### src/design/lps_pkg.sv
// Shared types and constants for the latency percentile statistics unit.
`timescale 1ns / 1ps
`default_nettype none
package lps_pkg;
   localparam int MAX_SAMPLES = 16384;
   localparam int ADDR_BITS = $clog2(MAX_SAMPLES);
   localparam int CNT_BITS = ADDR_BITS + 1;
   localparam int SUM_BITS = 46;
   localparam int NUM_CSR = 2;

   localparam logic [31:0] LOW_THRESHOLD_RESET = 32'd10000;
   localparam logic [31:0] HIGH_THRESHOLD_RESET = 32'd100000;
   localparam logic [0:0] CSR_LOW_THRESHOLD = 1'b0;
   localparam logic [0:0] CSR_HIGH_THRESHOLD = 1'b1;

   typedef struct packed {
      logic [31:0] latency_ns;
      logic        last_sample;
   } req_type;

   typedef struct packed {
      logic [31:0] min_latency;
      logic [31:0] max_latency;
      logic [31:0] mean_latency;
      logic [31:0] median_latency;
      logic [31:0] p99_latency;
      logic [31:0] p999_latency;
      logic [14:0] count_above_low;
      logic [14:0] count_above_high;
      logic [14:0] sample_count;
      logic        samples_dropped;
   } rsp_type;

   typedef enum logic [3:0] {
      ST_LOAD,
      ST_SORT_INIT,
      ST_SORT_PASS,
      ST_SORT_RD,
      ST_SORT_CMP,
      ST_SORT_SWAP,
      ST_PICK,
      ST_PICK_WAIT,
      ST_DIV,
      ST_DONE
   } state_type;
endpackage
`default_nettype wire

### src/design/lps_divider.sv
// Restoring divider that produces the mean, one quotient bit per cycle.
`timescale 1ns / 1ps
`default_nettype none
module lps_divider (
   input  wire logic                          clock,
   input  wire logic                          reset,
   input  wire logic                          start,
   input  wire logic [lps_pkg::SUM_BITS-1:0]  dividend,
   input  wire logic [lps_pkg::CNT_BITS-1:0]  divisor,
   output logic                               done,
   output logic [lps_pkg::SUM_BITS-1:0]       quotient
);
   localparam int STEP_BITS = $clog2(lps_pkg::SUM_BITS + 1);

   logic [lps_pkg::SUM_BITS-1:0] quo_ff, quo_in;
   logic [lps_pkg::CNT_BITS:0]   rem_ff, rem_in;
   logic [lps_pkg::CNT_BITS-1:0] div_ff, div_in;
   logic [STEP_BITS-1:0]         step_ff, step_in;
   logic                         busy_ff, busy_in;
   logic [lps_pkg::CNT_BITS:0]   trial;

   // One shift-and-subtract step per cycle.
   always_comb begin
      quo_in = quo_ff;
      rem_in = rem_ff;
      div_in = div_ff;
      step_in = step_ff;
      busy_in = busy_ff;
      trial = {rem_ff[lps_pkg::CNT_BITS-1:0], quo_ff[lps_pkg::SUM_BITS-1]};
      if (start) begin
         quo_in = dividend;
         rem_in = '0;
         div_in = divisor;
         step_in = STEP_BITS'(lps_pkg::SUM_BITS);
         busy_in = 1'b1;
      end else if (busy_ff) begin
         if (trial >= {1'b0, div_ff}) begin
            rem_in = trial - {1'b0, div_ff};
            quo_in = {quo_ff[lps_pkg::SUM_BITS-2:0], 1'b1};
         end else begin
            rem_in = trial;
            quo_in = {quo_ff[lps_pkg::SUM_BITS-2:0], 1'b0};
         end
         step_in = step_ff - 1'b1;
         if (step_ff == STEP_BITS'(1)) begin
            busy_in = 1'b0;
         end
      end
   end

   always_ff @(posedge clock) begin
      if (reset) begin
         busy_ff <= 1'b0;
         step_ff <= '0;
      end else begin
         busy_ff <= busy_in;
         step_ff <= step_in;
      end
      quo_ff <= quo_in;
      rem_ff <= rem_in;
      div_ff <= div_in;
   end

   assign done = busy_ff && (step_ff == STEP_BITS'(1));
   assign quotient = quo_in;
endmodule
`default_nettype wire

### config.mk
export PLATFORM = sky130hd
export DESIGN_NAME = lps_divider
export DESIGN_NICKNAME = d
export VERILOG_FILES = /design/src/design/lps_pkg.sv /design/src/design/lps_divider.sv
export SDC_FILE = /design/constraint.sdc
export NUM_CORES = 1
export LEC_CHECK = 0
export ABC_AREA = 1
export BUFFER_PORTS_ARGS = -buffer_cell sky130_fd_sc_hd__clkbuf_2
export CAP_MARGIN = 0
export CORE_MARGIN = 3
export CORE_UTILIZATION = 35
export DETAILED_ROUTE_END_ITERATION = 7
export GPL_TIMING_DRIVEN = 0
export PLACE_DENSITY_LB_ADDON = 0.25
export SLEW_MARGIN = 20
export SYNTH_ARGS = -nofsm -noshare
export SYNTH_HDL_FRONTEND = slang
export SYNTH_SLANG_ARGS = --single-unit
### constraint.sdc
create_clock -name clock -period 3.2 [get_ports clock]
set_input_delay 0.48 -clock clock [delete_from_list [all_inputs] [get_ports clock]]
set_output_delay 0.48 -clock clock [all_outputs]
set_load 0.05 [all_outputs]
=== After elaboration in Yosys (flattened, before gate mapping) ===
Cells that the tools add are included.

* Register bits after elaboration: 83
* Input bits: 64
* Word-level logic and storage cells: 22

* $add $sub $neg: 2
* $lt $le $gt $ge: 1
* Eq/ne operators: 1
* Muxes and demuxes: 9
* Reduce and logical (&&, ||, !) cells: 3

{| class="wikitable"
|+ Operator list
! kind !! count
|-
| $mux W46 || 2
|-
| $ge A16 B15 Y1 || 1
|-
| $mux W15 || 1
|-
| $sub A15 B15 Y15 || 1
|-
| $mux W6 || 2
|-
| $eq A6 B1 Y1 const B || 1
|-
| $sub A6 B1 Y6 const B || 1
|-
| $mux W1 || 4
|-
| $reduce_bool A2 Y1 || 1
|-
| $reduce_or A2 Y1 || 1
|-
| $logic_and A1 B1 Y1 || 1
|}

=== Logic depth before layout (Yosys ltp) ===
* Depth after elaboration: 4
* Depth in mapped cells: 15

=== Least setup slack after synthesis ===
Ideal clock, no wire load.

* Path kind: reg2out
* Start: register quo_ff[45] in the netlist's numbering
* End: output port quotient[0] in the netlist's numbering
* Arrival: 2.255 ns
* Data required time: 2.720 ns
* Setup slack: 0.465 ns
* Stages on the path, launching flop included: 14
* Buffers on the path: 1
* Path through: dfxtp_1 -> inv_1 -> ha_1 -> inv_1 -> fa_1 -> nand2_1 -> nand2_1 -> nand3_1 -> nand3_2 -> nand2_4 -> nand2_4 -> buf_6 -> nor2_2 -> o21ai_1

* Cells in the longest elaborated chain, start to end: 4

{| class="wikitable"
|+ Ends and longest elaborated chain
! item !! line !! source
|-
| from (decl) || lps_divider.sv:15 || <nowiki>logic [lps_pkg::SUM_BITS-1:0] quo_ff, quo_in;</nowiki>
|-
| from (signal assigned) || lps_divider.sv:59 || <nowiki>quo_ff <= quo_in;</nowiki>
|-
| $ge A16 B15 Y1 || lps_divider.sv:37 || <nowiki>if (trial >= {1'b0, div_ff}) begin</nowiki>
|-
| $mux W1 || lps_divider.sv:37 ||
|-
| $mux W46 || lps_divider.sv:36 || <nowiki>end else if (busy_ff) begin</nowiki>
|-
| $mux W46 || lps_divider.sv:30 || <nowiki>if (start) begin</nowiki>
|-
| to (decl) || lps_divider.sv:11 || <nowiki>output logic [lps_pkg::SUM_BITS-1:0] quotient</nowiki>
|}

Every way passes these cells.

=== Worst setup path after layout ===
Ends and elaborated chain as after synthesis.

==> flow_summary.ini <==
[synth]
synth_cell_type_count = 34
synth_seq_area_share_pct = 40.9
synth_edf_count = 15
synth_warnings = 0
synth_area_per_cell_um2 = 6.96
syn_inst = 636
syn-cell-area_um2 = 4430
async_flop_share_pct = 0
ys_ff_latch = 83
synth_fp_nets = 718
synth_ff_type = dfxtp_1

[sta]
finalSetupViolations = 0
period_needed_ps = 3020
slew_violations = 0
finalClockSkew_ps = 4.58
setup_tns_ps = 0
whs_ps = 309
finalHoldViolCount = 0
slew_headroom_pct = 56.2
fmax_mhz = 331
rsz0062_at_grt = false
tightest_slew_ps = 657
fin_crit_sh_pct = 94.4
setup_slack_ps = 178

[global_route]
grt_antenna_before_repair = 0
grt_pass1_vias = 4216
grt_max_degree = 19
overflow = 0
grt_pass1_wl_um = 19600
grt_usage_pct = 17.0

[placement]
placed_area_um2 = 5190
post-place-ws_ps = 211
gp_congestion = 0.875
numPortBuffers = 110
place_hpwl_um = 8970

[cts]
clk_path_buf_depth = 2
clock_tree.root_cell = clkbuf_16
hold_buffers = 0
cts_tree = yes
numCtsBuffers = 9
clkLatencyLatePin_ps = 340
h-tree-depth = 3
clock_sinks = 83
clk_pin_slew_ps = 60

[final_layout]
areaGrowthSynthToFinish_pct = 24.8
num_antenna_cells = 0
nets = 841
final_area_um2 = 5530
drive_gt1_share_pct = 19.4

[routing]
wl_per_cell_um = 12.6
vias = 4380
initialDrtViolationCount = 198
post-route-drc-count = 0
wl_um = 11700
first_pass_iters = 5
ant_nets = 0
vias_per_cell = 4.70

[setup_path]
slowest_delay_ps = 380
crit_family = simple AND/OR/NAND/NOR gates
critPathBufInv = 4
critPathSlowestCell = fa_2
reg2reg_slack_ps = 1020
end_kind = output pin
crit_path_start_kind = flip-flop
regToRegStartpoint = quo_ff[45]$_DFF_P_
required_ps = 2720
critPathMaxFanout = 10
rr_worst_depth = 15
path_class = flip-flop to output pin
cp.arrival_ps = 2540
r2r_end = rem_ff[4]$_SDFFE_PP0P_
crit_path_cell_trace = inv_1, ha_1, inv_1, fa_2, nand2_1, nand2_1, nand3_1, nand3_2, nand2_4, nand2_4, buf_6, nor2_2, o21ai_1, buf_6

[power]
vdd_drop_max_mv = 0.379
p_int_mw = 2.04
powerDensity_nw_per_um2 = 562
combPwrFrac_pct = 26.4
p_leak_nw = 2.85
switching_share_pct = 34.2
power.net_switching_mw = 1.06
power.total_mw = 3.11
pwr-share-clk_pct = 34.5
p_seq_share_pct = 39.2

[worst_hold_path]
hold_start = divisor[11]
hp-class = primary input to flip-flop
hold_depth = 1
hold_end = div_ff[11]$_DFFE_PP_

[floorplan]
die_w_um = 118
num_rows = 40
ios = 111
coreArea_um2 = 12200
dieArea_um2 = 14000
die_h_um = 118
initial_core_util_pct = 36.3

[status]
status = complete, no violations

[job]
drv_cap = 0
power by group through the flow:
stage               clock [mW]  combinational [mW]  sequential (mW)
finish                    1.07               0.818             1.22
global route              1.14               0.906             1.23
CTS                       1.11               0.822             1.22
detailed placement           0               0.817             1.24
global placement             0               0.813             1.23
floorplan                    0               0.615             1.23
cell usage in the layout, fill, tap and decap left out, drive strengths merged, types with 5 or more instances in the layout:
cell,count
dfxtp,68
nand3,33
nor2,75
xor2,5
ha,17
edfxtp,15
nand2,167
inv,88
a21oi,114
clkbuf,137
buf,15
o21ai,6
flip-flops by register name, summed over array words and instances (netlist names):
name,flops
quo_ff,46
div_ff,15
step_ff,6
busy_ff,1
rem_ff,15
layer usage:
metal / vias up / routed length [um] / track usage (%)
met3: 15 / 988 / 5.26
met5: - / 0 / 0
met4: 0 / 218 / 6.88
met2: 124 / 5190 / 27.4
li1: 2286 / - / -
met1: 1955 / 5350 / 21.2
worst max path at each step:
stage                        from  slack, ps            to  cells past startpoint
6_report       quo_ff[45]$_DFF_P_        180   quotient[0]                     14
5_1_grt        quo_ff[45]$_DFF_P_          8   quotient[0]                     14
4_1_cts        quo_ff[45]$_DFF_P_         60   quotient[0]                     14
3_5_place_dp                start        210  quotient[44]                      6
3_3_place_gp                start        240  quotient[44]                      6
2_1_floorplan  quo_ff[45]$_DFF_P_        470   quotient[0]                     13
worst reg2reg max path, cell delays in order, from the launching register on:
cell	delay [ps]
dfxtp_1	310
inv_1	80
ha_1	150
inv_1	90
fa_2	380
nand2_1	120
nand2_1	80
nand3_1	130
nand3_2	110
nand2_4	100
nand2_4	60
buf_6	160
a21oi_1	130
o21ai_1	80
nand2_1	60
inv_1	30
cell families after synthesis:
group | count (synthesis) | synth area share [%]
compound gates | 125 | 15.2
xor+xnor | 7 | 1.38
fa+ha+maj | 18 | 5.26
buf+inv | 113 | 9.95
flops | 83 | 40.9
simple gates | 290 | 27.3
cell usage after synthesis (4+ instances only):
cell type | instances | share of area (%)
dfxtp_1 | 68 | 31
xor2_1 | 5 | 0.99
buf_1 | 9 | 0.76
inv_1 | 85 | 7.2
a21oi_1 | 111 | 13
edfxtp_1 | 15 | 10
ha_1 | 17 | 4.8
nand4_1 | 4 | 0.57
o21ai_0 | 4 | 0.45
nor2_1 | 72 | 6.1
clkbuf_1 | 15 | 1.3
nand2_1 | 164 | 14
nand3_1 | 32 | 3.6
final cells by class:
cell class / count / area [um^2]
multi-input combinational: 440 / 2180
sequential: 83 / 1810
clock buffer: 13 / 292
clock inverter: 3 / 23.8
fill: 1303 / 6690
tap: 168 / 210
buffer: 27 / 118
timing repair buffer: 112 / 572
inverter: 86 / 323
stage by stage:
stage                     util (%)  cells
after floorplan                  -    636
after global placement        42.5    914
after detailed placement      42.5    914
after CTS                     45.1    930
after global routing          45.3    932
final                         45.3    932
what timing repair did:
item | in CTS | in global routing
gates resized for setup | 2 | 2
gates cloned | 0 | 0
buffers inserted | 0 | 2
endpoints found under the setup margin | 1 | 1
pin swaps | 0 | 1
No activity file was read; power rests on OpenSTA's default activity.
